===== src/sv/ipv4hc_pkg.sv =====
// shared types, constants and verdict codes of the ipv4 receive header check
`default_nettype none

package ipv4hc_pkg;

    // default width of the buffer byte counter
    localparam int LenBitsDefault = 16;

    // header field constants
    localparam int IpVersion4      = 4;
    localparam int MinIhl          = 5;
    localparam int ProtoIcmp       = 1;
    localparam int ProtoUdp        = 17;
    localparam int IpHdrLenPerByte = 4;
    localparam int MinHdrBytes     = 20;
    localparam int HdrCaptureBytes = 60;

    // verdict codes
    typedef enum logic [2:0] {
        V_DELIVER  = 3'd0,
        V_SHORT    = 3'd1,
        V_VERSION  = 3'd2,
        V_LENGTH   = 3'd3,
        V_IHL      = 3'd4,
        V_CHECKSUM = 3'd5,
        V_NOT_OURS = 3'd6,
        V_PROTO    = 3'd7
    } t_verdict;

    // everything captured from one packet, handed from accumulator to evaluator
    typedef struct packed {
        logic        over;
        logic [15:0] len;
        logic [7:0]  version_ihl;
        logic [15:0] total_length;
        logic [7:0]  protocol;
        logic [15:0] stored_checksum;
        logic [31:0] src_addr;
        logic [31:0] dst_addr;
        logic [20:0] word_sum;
    } t_snap;

endpackage

`default_nettype wire


===== src/sv/ipv4hc_accum.sv =====
// per-byte accumulator: byte counter, header field capture, header word sum
`default_nettype none

module ipv4hc_accum #(
    parameter int LEN_BITS = ipv4hc_pkg::LenBitsDefault
) (
    input  wire logic              i_clk,
    input  wire logic              i_rst_n,
    input  wire logic              i_valid,
    output logic                   o_ready,
    input  wire logic [7:0]        i_data_byte,
    input  wire logic              i_last_byte,
    output logic                   o_snap_valid,
    input  wire logic              i_snap_ready,
    output ipv4hc_pkg::t_snap      o_snap
);

    logic [LEN_BITS-1:0] r_byte_count, n_byte_count;
    logic [7:0]          r_version_ihl, n_version_ihl;
    logic [15:0]         r_total_length, n_total_length;
    logic [7:0]          r_proto_field, n_proto_field;
    logic [15:0]         r_stored_checksum, n_stored_checksum;
    logic [31:0]         r_src_addr, n_src_addr;
    logic [31:0]         r_dst_addr, n_dst_addr;
    logic [20:0]         r_word_sum, n_word_sum;
    logic [7:0]          r_high_byte_hold, n_high_byte_hold;
    logic                r_snap_valid;
    ipv4hc_pkg::t_snap   r_snap;

    logic                accept;
    logic                over;
    logic                in_zone;
    logic [5:0]          idx;
    logic [5:0]          hdr_lim;

    assign o_ready = !r_snap_valid || i_snap_ready;
    assign accept  = i_valid && o_ready;

    // next state for one byte
    always_comb begin
        n_version_ihl     = r_version_ihl;
        n_total_length    = r_total_length;
        n_proto_field     = r_proto_field;
        n_stored_checksum = r_stored_checksum;
        n_src_addr        = r_src_addr;
        n_dst_addr        = r_dst_addr;
        n_word_sum        = r_word_sum;
        n_high_byte_hold  = r_high_byte_hold;

        over    = (r_byte_count == {LEN_BITS{1'b1}});
        in_zone = (r_byte_count < LEN_BITS'(ipv4hc_pkg::HdrCaptureBytes));
        idx     = r_byte_count[5:0];
        // odd bytes only add once the ihl byte is in, so the held value serves
        hdr_lim = 6'(r_version_ihl[3:0] * ipv4hc_pkg::IpHdrLenPerByte);

        n_byte_count = over ? r_byte_count : r_byte_count + LEN_BITS'(1);

        if (in_zone) begin
            // field capture by byte position
            unique case (idx)
                6'd0: n_version_ihl = i_data_byte;
                6'd2: n_total_length[15:8] = i_data_byte;
                6'd3: n_total_length[7:0] = i_data_byte;
                6'd9: n_proto_field = i_data_byte;
                6'd10: n_stored_checksum[15:8] = i_data_byte;
                6'd11: n_stored_checksum[7:0] = i_data_byte;
                6'd12, 6'd13, 6'd14, 6'd15: n_src_addr = {r_src_addr[23:0], i_data_byte};
                6'd16, 6'd17, 6'd18, 6'd19: n_dst_addr = {r_dst_addr[23:0], i_data_byte};
                default: ;
            endcase

            // header word sum, checksum word skipped
            if (!idx[0]) begin
                n_high_byte_hold = i_data_byte;
            end else if (idx < hdr_lim && idx != 6'd11) begin
                n_word_sum = r_word_sum + {5'b0, r_high_byte_hold, i_data_byte};
            end
        end
    end

    // packet state, cleared after the last byte
    always_ff @(posedge i_clk) begin
        if (!i_rst_n || (accept && i_last_byte)) begin
            r_byte_count      <= '0;
            r_version_ihl     <= '0;
            r_total_length    <= '0;
            r_proto_field     <= '0;
            r_stored_checksum <= '0;
            r_src_addr        <= '0;
            r_dst_addr        <= '0;
            r_word_sum        <= '0;
            r_high_byte_hold  <= '0;
        end else if (accept) begin
            r_byte_count      <= n_byte_count;
            r_version_ihl     <= n_version_ihl;
            r_total_length    <= n_total_length;
            r_proto_field     <= n_proto_field;
            r_stored_checksum <= n_stored_checksum;
            r_src_addr        <= n_src_addr;
            r_dst_addr        <= n_dst_addr;
            r_word_sum        <= n_word_sum;
            r_high_byte_hold  <= n_high_byte_hold;
        end
    end

    // snapshot stage valid
    always_ff @(posedge i_clk) begin
        if (!i_rst_n) begin
            r_snap_valid <= 1'b0;
        end else if (accept && i_last_byte) begin
            r_snap_valid <= 1'b1;
        end else if (i_snap_ready) begin
            r_snap_valid <= 1'b0;
        end
    end

    // snapshot payload, loaded with the last beat included
    always_ff @(posedge i_clk) begin
        if (accept && i_last_byte) begin
            r_snap.over            <= over;
            r_snap.len             <= 16'(n_byte_count);
            r_snap.version_ihl     <= n_version_ihl;
            r_snap.total_length    <= n_total_length;
            r_snap.protocol        <= n_proto_field;
            r_snap.stored_checksum <= n_stored_checksum;
            r_snap.src_addr        <= n_src_addr;
            r_snap.dst_addr        <= n_dst_addr;
            r_snap.word_sum        <= n_word_sum;
        end
    end

    assign o_snap_valid = r_snap_valid;
    assign o_snap       = r_snap;

endmodule

`default_nettype wire


===== src/sv/ipv4hc_eval.sv =====
// verdict evaluation and result register, with the local address register
`default_nettype none

module ipv4hc_eval (
    input  wire logic              i_clk,
    input  wire logic              i_rst_n,
    input  wire logic              i_cfg_wr_en,
    input  wire logic [31:0]       i_cfg_wr_data,
    input  wire logic              i_snap_valid,
    output logic                   o_snap_ready,
    input  wire ipv4hc_pkg::t_snap i_snap,
    output logic                   o_valid,
    input  wire logic              i_ready,
    output logic [2:0]             o_verdict,
    output logic [7:0]             o_protocol,
    output logic [31:0]            o_source_ip,
    output logic [5:0]             o_header_bytes,
    output logic [15:0]            o_payload_len,
    output logic [15:0]            o_padding_len
);

    logic [31:0]          r_local_ip;
    logic                 r_valid;
    ipv4hc_pkg::t_verdict r_verdict, n_verdict;
    logic [7:0]           r_protocol;
    logic [31:0]          r_source_ip;
    logic [5:0]           r_header_bytes, n_header_bytes;
    logic [15:0]          r_payload_len, n_payload_len;
    logic [15:0]          r_padding_len, n_padding_len;

    logic [15:0]          hdr16;
    logic [16:0]          fold1;
    logic [15:0]          fold2;
    logic [15:0]          calc_csum;
    logic                 load;

    assign o_snap_ready = !r_valid || i_ready;
    assign load         = i_snap_valid && o_snap_ready;

    // local address register
    always_ff @(posedge i_clk) begin
        if (!i_rst_n) begin
            r_local_ip <= '0;
        end else if (i_cfg_wr_en) begin
            r_local_ip <= i_cfg_wr_data;
        end
    end

    // checksum fold, lengths and verdict priority
    always_comb begin
        n_header_bytes = 6'(i_snap.version_ihl[3:0] * ipv4hc_pkg::IpHdrLenPerByte);
        hdr16          = {10'b0, n_header_bytes};
        fold1          = {1'b0, i_snap.word_sum[15:0]} + {12'b0, i_snap.word_sum[20:16]};
        fold2          = fold1[15:0] + {15'b0, fold1[16]};
        calc_csum      = ~fold2;

        n_payload_len = (i_snap.total_length >= hdr16) ? i_snap.total_length - hdr16 : '0;
        n_padding_len = (i_snap.len >= i_snap.total_length)
                      ? i_snap.len - i_snap.total_length : '0;

        priority if (i_snap.len < 16'(ipv4hc_pkg::MinHdrBytes)) begin
            n_verdict = ipv4hc_pkg::V_SHORT;
        end else if (i_snap.version_ihl[7:4] != 4'(ipv4hc_pkg::IpVersion4)) begin
            n_verdict = ipv4hc_pkg::V_VERSION;
        end else if (i_snap.total_length > i_snap.len || i_snap.over) begin
            n_verdict = ipv4hc_pkg::V_LENGTH;
        end else if (i_snap.version_ihl[3:0] < 4'(ipv4hc_pkg::MinIhl)) begin
            n_verdict = ipv4hc_pkg::V_IHL;
        end else if (hdr16 > i_snap.len || i_snap.total_length < hdr16) begin
            n_verdict = ipv4hc_pkg::V_LENGTH;
        end else if (calc_csum != i_snap.stored_checksum) begin
            n_verdict = ipv4hc_pkg::V_CHECKSUM;
        end else if (i_snap.dst_addr != r_local_ip) begin
            n_verdict = ipv4hc_pkg::V_NOT_OURS;
        end else if (i_snap.protocol != 8'(ipv4hc_pkg::ProtoIcmp)
                  && i_snap.protocol != 8'(ipv4hc_pkg::ProtoUdp)) begin
            n_verdict = ipv4hc_pkg::V_PROTO;
        end else begin
            n_verdict = ipv4hc_pkg::V_DELIVER;
        end
    end

    // result beat valid
    always_ff @(posedge i_clk) begin
        if (!i_rst_n) begin
            r_valid <= 1'b0;
        end else if (load) begin
            r_valid <= 1'b1;
        end else if (i_ready) begin
            r_valid <= 1'b0;
        end
    end

    // result payload
    always_ff @(posedge i_clk) begin
        if (load) begin
            r_verdict      <= n_verdict;
            r_protocol     <= i_snap.protocol;
            r_source_ip    <= i_snap.src_addr;
            r_header_bytes <= n_header_bytes;
            r_payload_len  <= n_payload_len;
            r_padding_len  <= n_padding_len;
        end
    end

    assign o_valid        = r_valid;
    assign o_verdict      = r_verdict;
    assign o_protocol     = r_protocol;
    assign o_source_ip    = r_source_ip;
    assign o_header_bytes = r_header_bytes;
    assign o_payload_len  = r_payload_len;
    assign o_padding_len  = r_padding_len;

endmodule

`default_nettype wire


===== src/sv/ipv4_rx_header_check_core.sv =====
// top level of the ipv4 receive header check
`default_nettype none

// Checks received IPv4 packets that arrive one byte per beat, header first,
// with a mark on the last byte of the buffer. One byte is taken every clock while
// ready is high; the byte counter and header capture registers update in the cycle
// the beat is accepted. The last byte is copied into a snapshot register at the edge
// that accepts it, and its single result beat is valid from the next edge when the
// result register is free. The beat holds the verdict (first failing check wins:
// short, version, length, ihl, checksum, address, protocol), the protocol, source
// address, header length, payload length and padding length. The snapshot register
// between the capture logic and the result register lets the next packet stream in
// while a result waits; input ready drops only when a snapshot is held and the
// result beat in front of it is not taken. The user must write the local address
// through the configuration port only while the block is idle; the block does not
// enforce it. LEN_BITS sets the width of the saturating byte counter; a buffer
// reaching its ceiling is reported as a length error.
module ipv4_rx_header_check_core #(
    parameter int LEN_BITS = ipv4hc_pkg::LenBitsDefault
) (
    input  wire logic        i_clk,
    input  wire logic        i_rst_n,
    input  wire logic        i_cfg_wr_en,
    input  wire logic [31:0] i_cfg_wr_data,
    input  wire logic        i_valid,
    output logic             o_ready,
    input  wire logic [7:0]  i_data_byte,
    input  wire logic        i_last_byte,
    output logic             o_valid,
    input  wire logic        i_ready,
    output logic [2:0]       o_verdict,
    output logic [7:0]       o_protocol,
    output logic [31:0]      o_source_ip,
    output logic [5:0]       o_header_bytes,
    output logic [15:0]      o_payload_len,
    output logic [15:0]      o_padding_len
);

    logic              snap_valid;
    logic              snap_ready;
    ipv4hc_pkg::t_snap snap;

    // byte capture and header sum
    ipv4hc_accum #(
        .LEN_BITS (LEN_BITS)
    ) u_accum (
        .i_clk        (i_clk),
        .i_rst_n      (i_rst_n),
        .i_valid      (i_valid),
        .o_ready      (o_ready),
        .i_data_byte  (i_data_byte),
        .i_last_byte  (i_last_byte),
        .o_snap_valid (snap_valid),
        .i_snap_ready (snap_ready),
        .o_snap       (snap)
    );

    // verdict and result register
    ipv4hc_eval u_eval (
        .i_clk          (i_clk),
        .i_rst_n        (i_rst_n),
        .i_cfg_wr_en    (i_cfg_wr_en),
        .i_cfg_wr_data  (i_cfg_wr_data),
        .i_snap_valid   (snap_valid),
        .o_snap_ready   (snap_ready),
        .i_snap         (snap),
        .o_valid        (o_valid),
        .i_ready        (i_ready),
        .o_verdict      (o_verdict),
        .o_protocol     (o_protocol),
        .o_source_ip    (o_source_ip),
        .o_header_bytes (o_header_bytes),
        .o_payload_len  (o_payload_len),
        .o_padding_len  (o_padding_len)
    );

endmodule

`default_nettype wire


===== config.mk =====
export PLATFORM = sky130hd
export DESIGN_NAME = ipv4_rx_header_check_core
export DESIGN_NICKNAME = d
export VERILOG_FILES = /design/src/sv/ipv4hc_pkg.sv /design/src/sv/ipv4hc_accum.sv /design/src/sv/ipv4hc_eval.sv /design/src/sv/ipv4_rx_header_check_core.sv
export SDC_FILE = /design/constraint.sdc
export NUM_CORES = 1
export LEC_CHECK = 0
export ABC_CLOCK_PERIOD_IN_PS = 13700
export BUFFER_PORTS_ARGS = -buffer_cell sky130_fd_sc_hd__buf_2
export CAP_MARGIN = 20
export CORE_ASPECT_RATIO = 0.6
export CORE_MARGIN = 2
export CORE_UTILIZATION = 60
export CTS_CLUSTER_SIZE = 10
export DETAILED_ROUTE_END_ITERATION = 6
export GPL_TIMING_DRIVEN = 0
export PLACE_DENSITY = 0.79
export SYNTH_ARGS = -nofsm -noshare
export SYNTH_HDL_FRONTEND = slang
export SYNTH_SLANG_ARGS = --single-unit

===== constraint.sdc =====
create_clock -name i_clk -period 13.7 [get_ports i_clk]
set_input_delay 2.055 -clock i_clk [delete_from_list [all_inputs] [get_ports i_clk]]
set_output_delay 2.055 -clock i_clk [all_outputs]
set_load 0.01 [all_outputs]

==> run metrics, run 1 <==
post-synth cell types=80; Nets=between 2,000 and 2,500; Compound-Gate Fraction of Synth Area=approximately 7.3%; Crit. End Element=register; CP Depth=14; H-tree levels=2; I/O pin count=129; worst hold-check path type=reg2reg; largest family of logic cells by synthesized area=simple AND/OR/NAND/NOR gates; most used flip-flop cell after synthesis=edfxtp_1; CP peak stage delay=0.41 ns; vias in the first global route=13,750; synthesized cell area=~20,000 um^2; number of hold buffers added after cts=0; CTS Buf Count=48; antenna violations before repair=1; most frequent CP cell=o21ai_0; Worst Path Required=about 14 ns; post-layout min period=~5.0 ns; synthesis-to-layout area growth=13.40%; fillers=2,354; Max Fclk=around 0.20 GHz; Final Routed Wirelength=about 50 mm; GRT overflow=0; crit path launch type=input port; worst setup path end=u_accum.o_snap[10]$_DFFE_PP_; DP HPWL=about 36 mm; clk_lat worst skew=about 0.58 ns; share of the cycle needed by the critical path after routing=between 30 and 40%; crit path DAT=~5.3 ns; clock sinks=420; DR pass1 iterations=6; EDFF count, synth=roughly 230; FF-to-FF Start=u_accum.o_snap[0]$_DFFE_PP_; chip width=approximately 240 um; RSZ-0062 raised after global routing=false; Iter 0 DRT Violations=between 1,000 and 1,500; skew final=around 0.027 ns; #FFs+latches synth=420; family with the most delay on the worst path=compound AO/OA/AOI/OAI gates; first-pass GRT wire length=roughly 76 mm; Synth Instances=between 1,500 and 2,000; Final Hold Vio Count=0; hold depth=0; simple-gate share of the synthesized area=17.36%; XOR/XNOR Fraction of Synth Area=5.129%; post-synthesis mux area share=under 10%; Tightest Pin Transition=between 1 and 1.5 ns; leakage=8.837 nW; cts repair resizes=0; CP Cell Sequence=buf_2, ha_1, inv_1, fa_1, nor2b_1, o21ai_0, a21boi_0, o21ai_0, a21oi_1, o21ai_0, a21boi_0, o21a_1, o21ai_0, a31o_2; row count=51; All-Layer GR Usage=28.92%; DRC=0; Power Density=roughly 130 nW/um^2; antenna cells=0; die area=between 30,000 and 40,000 um^2; Setup TNS Final=0 ns; vias=roughly 15,000; Multi-input gate area=around 8400 um^2; register area=10,700 um^2; peak supply drop=roughly 0.10 mV; async set-reset flop share out of synthesis=0%; clk buf depth=3; core area=32,420 um^2; routability cong.=slightly above 0.9; Reg-to-Reg End=u_eval.o_verdict[2]$_SDFFCE_PP0P_; postcts setup bufs=0; Worst slew margin=~30%; largest net degree at the start of global routing=86; crit path launch=i_data_byte[0]; kind of critical path=in2reg; Post-Place Cells=between 2,000 and 2,500; routed wire length per instance=about 20 um; CTS root buffer=clkbuf_16; flop-to-flop setup slack=~9 ns; antenna-violating nets left=0; adder-cell share of the synthesized area=under 10%; Max Cap Violations=0; Mapped Avg Cell Area=10.67 um^2; Die Ht=144.5 um; fin. max-slew vios=0; crit path max fanout=10; reg2reg path depth=17; Final Setup Violations=0; Initial Util=60.88%; clock-pin slew on the worst setup and hold paths=0.05 ns; Synth Warn #=0; status=completed; number of port buffers=around 130; CP max stage cell=fa_1; sequential area share after synthesis=a little over half; Via density=around 6; critical path buffer and inverter count=2; CTS tree=done; final cell count without fillers=about 2,500; layout cells sized above 1=16.41%
metrics by stage:
| step | area (um^2) | util, % | power (mW) | setup slack (ns) | hold WS [ns] |
|---|---|---|---|---|---|
| after floorplan | 19740 | - | 1.624 | 7.546 | 0.4003 |
| after CTS | 22360 | 68.98 | 2.859 | 8.568 | 0.4209 |
| after detailed placement | 20970 | 64.70 | 1.716 | 8.269 | 0.4045 |
| after global routing | 22380 | 69.04 | 2.944 | 8.513 | 0.4287 |
| final | 22380 | 69.04 | 2.852 | 8.697 | 0.4182 |
| after global placement | 20890 | 64.46 | 1.706 | 5.851 | 0.4032 |
worst min-delay path by stage:
stage                                  startpoint                                to  slack (ns)
floorplan           u_accum.o_snap[105]$_DFFE_PP_    u_eval.o_protocol[4]$_DFFE_PP_        0.40
CTS                  u_accum.o_snap[60]$_DFFE_PP_   u_eval.o_source_ip[7]$_DFFE_PP_        0.42
detailed placement   u_accum.o_snap[80]$_DFFE_PP_  u_eval.o_source_ip[27]$_DFFE_PP_        0.40
finish               u_accum.o_snap[60]$_DFFE_PP_   u_eval.o_source_ip[7]$_DFFE_PP_        0.42
global route         u_accum.o_snap[60]$_DFFE_PP_   u_eval.o_source_ip[7]$_DFFE_PP_        0.43
global placement    u_accum.o_snap[105]$_DFFE_PP_    u_eval.o_protocol[4]$_DFFE_PP_        0.40
flip-flops by register name, summed over array words and instances (netlist names):
signal and cells:
u_eval.o_padding_len 16, u_accum.r_dst_addr 32, u_accum.r_high_byte_hold 8, u_eval.o_valid 1, u_accum.r_stored_checksum 16, u_accum.r_version_ihl 8
u_eval.r_local_ip 32, u_accum.r_byte_count 16, u_accum.r_total_length 16, u_eval.o_protocol 8, u_eval.o_payload_len 16, u_accum.r_src_addr 32
u_accum.o_snap 150, u_accum.r_word_sum 21, u_eval.o_source_ip 32, u_accum.r_proto_field 8, u_eval.o_header_bytes 4, u_accum.o_snap_valid 1
u_eval.o_verdict 3
metal layers:
metal	track usage, %	vias to the layer above	part of all wire, %
li1	-	6912	-
met1	44.29	7057	46
met2	42.12	673	42
met3	5.784	81	10
met4	6.711	0	1.9
met5	0	-	0
layout make-up:
type                            instances  area share, %
Sequential cell                       420          47.81
Multi-Input combinational cell       1278          37.55
Clock buffer                           82          5.938
Timing Repair Buffer                  130          3.176
Tap cell                              424          2.371
Buffer                                 88          1.772
Inverter                               65          1.113
Clock inverter                          3         0.2628
where the power goes:
group / switching [mW] / internal, mW / leakage [nW]
Sequential: 0.0315 / 1.38 / 3.75
Combinational: 0.177 / 0.105 / 4.43
Clock: 0.494 / 0.659 / 0.657
cells in the mapped netlist, types with 10 or more instances:
cell type | instances | area, um^2
edfxtp_1 | 229 | 6877
nor3_1 | 118 | 590.6
a21oi_1 | 77 | 385.4
and3_1 | 11 | 68.82
nand2b_1 | 10 | 62.56
nor2_1 | 287 | 1077
clkbuf_1 | 58 | 217.7
buf_1 | 14 | 52.55
mux2i_1 | 45 | 450.4
dfxtp_1 | 191 | 3824
inv_1 | 65 | 244.0
xnor2_1 | 53 | 464.2
nor4_1 | 20 | 125.1
ha_1 | 54 | 675.7
a21o_1 | 16 | 120.1
or3_1 | 12 | 75.07
nand3_1 | 27 | 135.1
nand2_1 | 122 | 457.9
xor2_1 | 60 | 525.5
mux2_2 | 113 | 1272
nand4_1 | 21 | 131.4
o21a_1 | 12 | 90.09
o21ai_0 | 46 | 230.2
nor2b_1 | 45 | 281.5
cells by family (layout without fill, tap and decap cells):
group | count (synthesis) | count (layout)
muxes | 161 | 161
adders and majority gates | 58 | 58
DFF | 420 | 420
AOI/OAI and AO/OA | 219 | 219
xor gates and xnor gates | 114 | 114
and+or+nand+nor | 724 | 724
other | 1 | 2
buffers and inverters | 153 | 368
cell usage in the layout, fill, tap and decap left out, types with 6 or more instances in the layout:
| cell | n |
|---|---|
| nand2_1 | 122 |
| o211ai_1 | 7 |
| o21ai_0 | 46 |
| a31oi_1 | 8 |
| nor4_1 | 20 |
| or3_1 | 12 |
| and3_1 | 11 |
| xor2_1 | 60 |
| nor3_1 | 118 |
| clkbuf_16 | 48 |
| nand3_1 | 27 |
| a21oi_1 | 77 |
| a21boi_0 | 8 |
| and4_1 | 7 |
| clkbuf_1 | 92 |
| xnor2_1 | 53 |
| and2_1 | 9 |
| o21a_1 | 12 |
| nand4_1 | 21 |
| dfxtp_1 | 191 |
| nand2b_1 | 10 |
| edfxtp_1 | 229 |
| nor2b_1 | 44 |
| buf_4 | 6 |
| buf_1 | 14 |
| mux2_2 | 113 |
| mux2i_1 | 45 |
| buf_2 | 131 |
| a21o_1 | 16 |
| nor3b_1 | 6 |
| inv_1 | 64 |
| ha_1 | 54 |
| nor2_1 | 287 |
(Power assumes the default switching activity.)
==> run 2: changes to the inputs <==
ABC_CLOCK_PERIOD_IN_PS = 4520   (was 13700)
CORE_UTILIZATION = 55   (was 60)
PLACE_DENSITY = 0.76   (was 0.79)
clock period = 4.52 ns   (was 13.7 ns; I/O delays follow)
==> run metrics, run 2 (synthesis results as in run 1) <==
NetSw=2.157 mW (was 0.7032 mW); Final Routed Wirelength=51.15 mm (was 49.45 mm); largest net degree at the start of global routing=45 (was 86); Max Fclk=about 0.24 GHz; synthesis-to-layout area growth=14.32% (was 13.40%); CTS tree=done (unchanged); antenna-violating nets left=0 (unchanged); CP peak stage delay=0.42 ns (was 0.41 ns); row count=53 (was 51); Tightest Pin Transition=0.9525 ns (was 1.048 ns); commonest non-fill, non-tap cell in the layout=nor2_1 (unchanged); Final Setup Violations=0 (unchanged); sequential power share=49.0% (was 49.7%); Via density=5.814 (was 5.913); Worst Path Required=4.83 ns (was 14.00 ns); clk_lat worst skew=0.58 ns (about the same); Post-Route Utilization=64.19% (was 69.04%); RSZ-0062 raised after global routing=false (unchanged); Iter 0 DRT Violations=1,538 (was 1,478); core area=35,150 um^2 (was 32,420 um^2); crit path max fanout=4 (was 10); clock-pin slew on the worst setup and hold paths=0.05 ns (about the same); DRC=0 (unchanged); kind of critical path=reg2reg (was in2reg); Max Cap Violations=0 (unchanged); switching share of power=24.65% (was 24.66%); vias in the first global route=14,110 (was 13,750); fin. max-slew vios=0 (unchanged); CP Cell Sequence=ha_1, inv_1, fa_1, nand2b_1, a21oi_4, o21ai_0, nor2_1, ha_1, ha_1, nor4b_4, nand3_1, mux2_1, mux2i_1, mux2i_1, a2111oi_4, nand3_1, o211a_1 (was buf_2, ha_1, inv_1, fa_1, nor2b_1, o21ai_0, a21boi_0, o21ai_0, a21oi_1, o21ai_0, a21boi_0, o21a_1, o21ai_0, a31o_2); Power Density=388.0 nW/um^2 (was 127.4 nW/um^2); antenna cells=0 (unchanged); GRT overflow=0 (unchanged); worst hold-check path type=in2reg (was reg2reg); chip width=248.5 um (was 238.1 um); peak supply drop=0.3117 mV (was 0.1046 mV); crit path launch type=register (was input port); skew final=0.03006 ns (was 0.02709 ns); routed wire length per instance=20.13 um (was 19.86 um); CP max stage cell=fa_1 (unchanged); Comb power frac=9.9% (about the same); number of port buffers=125 (unchanged); routability cong.=0.9332 (was 0.9271); number of hold buffers added after cts=0 (unchanged); DR pass1 iterations=6 (unchanged); All-Layer GR Usage=27.22% (was 28.92%); CTS Buf Count=48 (unchanged); most frequent cells in the layout=nor2_1, edfxtp_1, dfxtp_1 (unchanged); Internal=6.596 mW (was 2.149 mW); Nets=2,139 (was 2,135); crit path launch=u_accum.o_snap[0]$_DFFE_PP_ (was i_data_byte[0]); die area=37,460 um^2 (was 34,400 um^2); DP HPWL=36.75 mm (was 35.56 mm); most frequent CP cell=ha_1 (was o21ai_0); Final Hold Vio Count=0 (unchanged); Initial Util=56.15% (was 60.88%); Largest register FFs=150 (unchanged); layout cells sized above 1=16.78% (was 16.41%); Die Ht=150.7 um (was 144.5 um); H-tree levels=2 (unchanged); Clk pwr share=41.0% (was 40.4%); family with the most delay on the worst path=adder cells (was compound AO/OA/AOI/OAI gates); clock sinks=420 (unchanged); Worst slew margin=36.15% (was 29.50%); FF-to-FF Start=u_accum.o_snap[0]$_DFFE_PP_ (unchanged); Setup WS pre-CTS=-0.3198 ns (was 8.269 ns); clk buf depth=3 (unchanged); critical path buffer and inverter count=1 (was 2); first-pass GRT wire length=79.23 mm (was 76.49 mm); CTS root buffer=clkbuf_16 (unchanged); antenna violations before repair=2 (was 1); post-layout min period=4.248 ns; leakage=8.868 nW (was 8.837 nW); share of the cycle needed by the critical path after routing=between 90% and 100%; crit path DAT=4.56 ns (was 5.30 ns); Worst Hold Launch=i_cfg_wr_data[2] (was u_accum.o_snap[60]$_DFFE_PP_); status=completed (unchanged); Crit. End Element=register (unchanged); I/O pin count=129 (unchanged); vias=14,770 (was 14,720); Setup WS post-layout=0.2718 ns (was 8.697 ns)
[run 2: cell count changes in the layout (fill, tap and decap cells not counted), sizes merged]
cell          change
clkbuf            +4
clkinvlp          +1
dlymetal6s2s      -1
inv               -1
buf               +5
[run 2: routing by layer]
metal  vias to the layer above  GRT usage (%)  wire length (um)
met3                        75          7.469              5412
met2                       646          39.78             21260
li1                       6905              -                 -
met5                         -              0                12
met4                         2          6.467               908
met1                      7146          40.12             23560
[run 2: final cells by class]
cell class	count	area, um^2
Inverter	65	247.7
Clock buffer	86	1386
Multi-Input combinational cell	1278	8443
Sequential cell	420	10700
Fill cell	2734	12590
Timing Repair Buffer	134	753.2
Buffer	88	396.6
Clock inverter	3	48.80
Tap cell	467	584.3
[run 2: stage by stage]
stage / hold slack, ns / std cells / power [mW] / TNS (ns) / cell area [um^2]
finish: 0.3630 / 2541 / 8.754 / 0 / 22560
detailed placement: 0.4045 / 2449 / 5.206 / -0.7429 / 21060
CTS: 0.3494 / 2538 / 8.771 / 0 / 22510
global placement: 0.4035 / 2443 / 5.169 / -159.12 / 20950
global route: 0.3642 / 2541 / 9.061 / 0 / 22560
floorplan: 0.4003 / 1851 / 4.918 / 0 / 19740
[run 2: worst paths after layout]
check                                            to  cells after the start  slack [ns]
setup / recovery  u_eval.o_verdict[2]$_SDFFCE_PP0P_                     17        0.27
hold / removal    u_eval.r_local_ip[2]$_SDFFE_PN0P_                      3        0.36
setup reg to reg  u_eval.o_verdict[2]$_SDFFCE_PP0P_                     17        0.27
hold reg to reg    u_eval.o_source_ip[31]$_DFFE_PP_                      0        0.39
[run 2: power groups by stage]
stage,Clock [mW],Combinational (mW),Sequential [mW]
2_1_floorplan,0,0.565,4.35
3_3_place_gp,0,0.797,4.37
3_5_place_dp,0,0.837,4.37
4_1_cts,3.63,0.848,4.29
5_1_grt,3.81,0.951,4.30
6_report,3.59,0.868,4.29
[run 2: timing repair]
item,in CTS,in global routing
pin swaps,0,1
setup endpoints to repair,3,3
gates resized for setup,3,3
setup buffers,0,3
[run 2: tightest hold or removal path: cells and delay by family]
| kind | cells | cell delay, ns |
|---|---|---|
| mux | 1 | 0.06 |
| buf+inv | 1 | 0.07 |
| simple gates | 1 | 0.09 |
==> run 3: changes to the inputs <==
CORE_UTILIZATION = 45   (was 55)
PLACE_DENSITY = not set   (was 0.76)
REMOVE_ABC_BUFFERS = 1   (was not set)
==> run metrics, run 3 (synthesis results as in run 1) <==
clock sinks=420 (unchanged); synthesis-to-layout area growth=14.18% (was 14.32%); worst hold endpoint=u_eval.r_local_ip[9]$_SDFFE_PN0P_ (was u_eval.r_local_ip[2]$_SDFFE_PN0P_); leakage=8.810 nW (was 8.868 nW); share of the cycle needed by the critical path after routing=93.53% (was 93.99%); crit path DAT=4.55 ns (was 4.56 ns); Power Density=385.7 nW/um^2 (was 388.0 nW/um^2); Max Cap Violations=0 (unchanged); Crit. End Element=register (unchanged); die area=45,600 um^2 (was 37,460 um^2); hold depth=3 (unchanged); CTS tree=done (unchanged); peak supply drop=0.2759 mV (was 0.3117 mV); status=completed (unchanged); Final Setup Violations=0 (unchanged); post-layout min period=4.227 ns (was 4.248 ns); H-tree levels=2 (unchanged); layout cells sized above 1=17.88% (was 16.78%); vias in the first global route=13,420 (was 14,110); crit path max fanout=6 (was 4); skew final=0.02123 ns (was 0.03006 ns); core area=43,330 um^2 (was 35,150 um^2); number of hold buffers added after cts=0 (unchanged); first-pass GRT wire length=74.76 mm (was 79.23 mm); CTS root buffer=clkbuf_16 (unchanged); CP peak stage delay=0.42 ns (about the same); Tightest Pin Transition=1.108 ns (was 0.9525 ns); chip width=274.4 um (was 248.5 um); fin. max-slew vios=0 (unchanged); Max Fclk=0.2366 GHz (was 0.2354 GHz); FF-to-FF Start=u_accum.o_snap[16]$_DFFE_PP_ (was u_accum.o_snap[0]$_DFFE_PP_); clock-pin slew on the worst setup and hold paths=0.06 ns (was 0.05 ns); flop-to-flop setup slack=0.29 ns (was 0.27 ns); number of port buffers=126 (was 125); Worst slew margin=25.09% (was 36.15%); CP Cell Sequence=ha_1, inv_1, fa_1, nand2b_4, a21oi_4, o21ai_0, nor2_1, ha_1, ha_2, nor4b_4, buf_4, o2111ai_2, a211oi_2, xor2_1, a21boi_1, a2111oi_4, nand3_1, o211a_1 (was ha_1, inv_1, fa_1, nand2b_1, a21oi_4, o21ai_0, nor2_1, ha_1, ha_1, nor4b_4, nand3_1, mux2_1, mux2i_1, mux2i_1, a2111oi_4, nand3_1, o211a_1); largest net degree at the start of global routing=80 (was 45); worst hold-check path type=in2reg (unchanged); All-Layer GR Usage=20.58% (was 27.22%); I/O pin count=129 (unchanged); commonest non-fill, non-tap cell in the layout=nor2_1 (unchanged); DP HPWL=31.46 mm (was 36.75 mm); DR pass1 iterations=5 (was 6); GRT overflow=0 (unchanged); Iter 0 DRT Violations=1,089 (was 1,538); vias=13,880 (was 14,770); CP max stage cell=fa_1 (unchanged); most frequent CP cell=ha_1 (unchanged); Final Routed Wirelength=46.58 mm (was 51.15 mm); WHS=0.3806 ns (was 0.3630 ns); Design Area, Final=22,530 um^2 (was 22,560 um^2); DRC=0 (unchanged); row count=59 (was 53); antenna-violating nets left=0 (unchanged); clk buf depth=3 (unchanged); most frequent cells in the layout=nor2_1, edfxtp_1, dfxtp_1 (unchanged); antenna violations before repair=3 (was 2); routability cong.=0.8979 (was 0.9332); Final Hold Vio Count=0 (unchanged); Worst Path Required=4.85 ns (was 4.83 ns); CTS Buf Count=48 (unchanged); Nets=2,063 (was 2,139); RSZ-0062 raised after global routing=false (unchanged); clk_lat worst skew=0.57 ns (was 0.58 ns); Die Ht=166.2 um (was 150.7 um); area of placed instances=21,000 um^2 (was 21,060 um^2); crit path launch type=register (unchanged); routed wire length per instance=18.08 um (was 20.13 um); Setup TNS Final=0 ns (unchanged); Via density=5.387 (was 5.814); kind of critical path=reg2reg (unchanged); reg2reg path depth=18 (was 17); Largest register FFs=150 (unchanged); Reg-to-Reg End=u_eval.o_verdict[2]$_SDFFCE_PP0P_ (unchanged); Initial Util=45.54% (was 56.15%); antenna cells=0 (unchanged); Worst Hold Launch=i_cfg_wr_data[9] (was i_cfg_wr_data[2])
-- run 3: cell count changes in the layout (fill, tap and decap cells not counted), moves of 2 or more --
cell and delta:
clkbuf_1 -60, buf_1 -14, buf_2 -5, buf_16 +4, buf_6 -3, ha_1 -2, ha_2 +2, nand2_1 -2
nand2_4 +2, nor4_1 -2, nor4_2 +2
-- run 3: final cells by class --
type                    count  area, um^2
clock buffers              84        1368
multi-input cells        1278        8498
well taps                 579       724.4
flip-flops and latches    420       10700
repair buffers            146       943.4
inverters                  65       249.0
fillers                  3795       20800
clock inverters             4       48.80
-- run 3: stage by stage --
step                      setup WS, ns  utilization, %  std cells  total power, mW
after floorplan                 -2.494               -       1763            4.910
after global placement          -6.677           47.76       2468            5.176
after detailed placement       -0.1941           48.46       2481            5.179
after CTS                      0.07700           51.77       2569            8.758
after global routing           0.03437           52.00       2576            9.045
final                           0.2926           52.00       2576            8.689
-- run 3: per-layer routing --
layer  vias up  GRT usage [%]  routed length [um]
met5         -              0                   0
met4         0          5.033                 961
met3        77          4.049                2966
met2       386          29.37               19060
met1      6655          31.76               23590
li1       6759              -                   -
-- run 3: worst max-delay path by stage --
stage | slack, ns | to | startpoint
finish | 0.29 | u_eval.o_verdict[2]$_SDFFCE_PP0P_ | u_accum.o_snap[16]$_DFFE_PP_
global route | 0.03 | u_eval.o_verdict[2]$_SDFFCE_PP0P_ | u_accum.o_snap[16]$_DFFE_PP_
floorplan | -2.49 | u_accum.o_snap[0]$_DFFE_PP_ | i_ready
CTS | 0.08 | u_eval.o_verdict[2]$_SDFFCE_PP0P_ | u_accum.o_snap[16]$_DFFE_PP_
detailed placement | -0.19 | u_eval.o_verdict[0]$_SDFFCE_PP1P_ | u_accum.o_snap[16]$_DFFE_PP_
global placement | -6.68 | u_accum.o_snap[130]$_DFFE_PP_ | i_ready
-- run 3: what timing repair did --
action,4_1_cts,5_1_grt
buffers inserted,0,5
gates resized for setup,4,8
endpoints found under the setup margin,3,3
pin swaps,0,2
-- run 3: worst max-delay path: cells and delay by family (launching register included) --
| family | cells | cell delay (ns) |
|---|---|---|
| compound gates | 7 | 1.42 |
| fa+ha+maj | 4 | 1.05 |
| simple gates | 4 | 0.75 |
| flops | 1 | 0.34 |
| buf+inv | 2 | 0.24 |
| xor+xnor | 1 | 0.19 |
-- run 3: power by group --
group	internal (mW)	total (mW)	switching (mW)
clock	2.05	3.58	1.53
sequential	4.20	4.29	0.0928
combinational	0.321	0.824	0.502
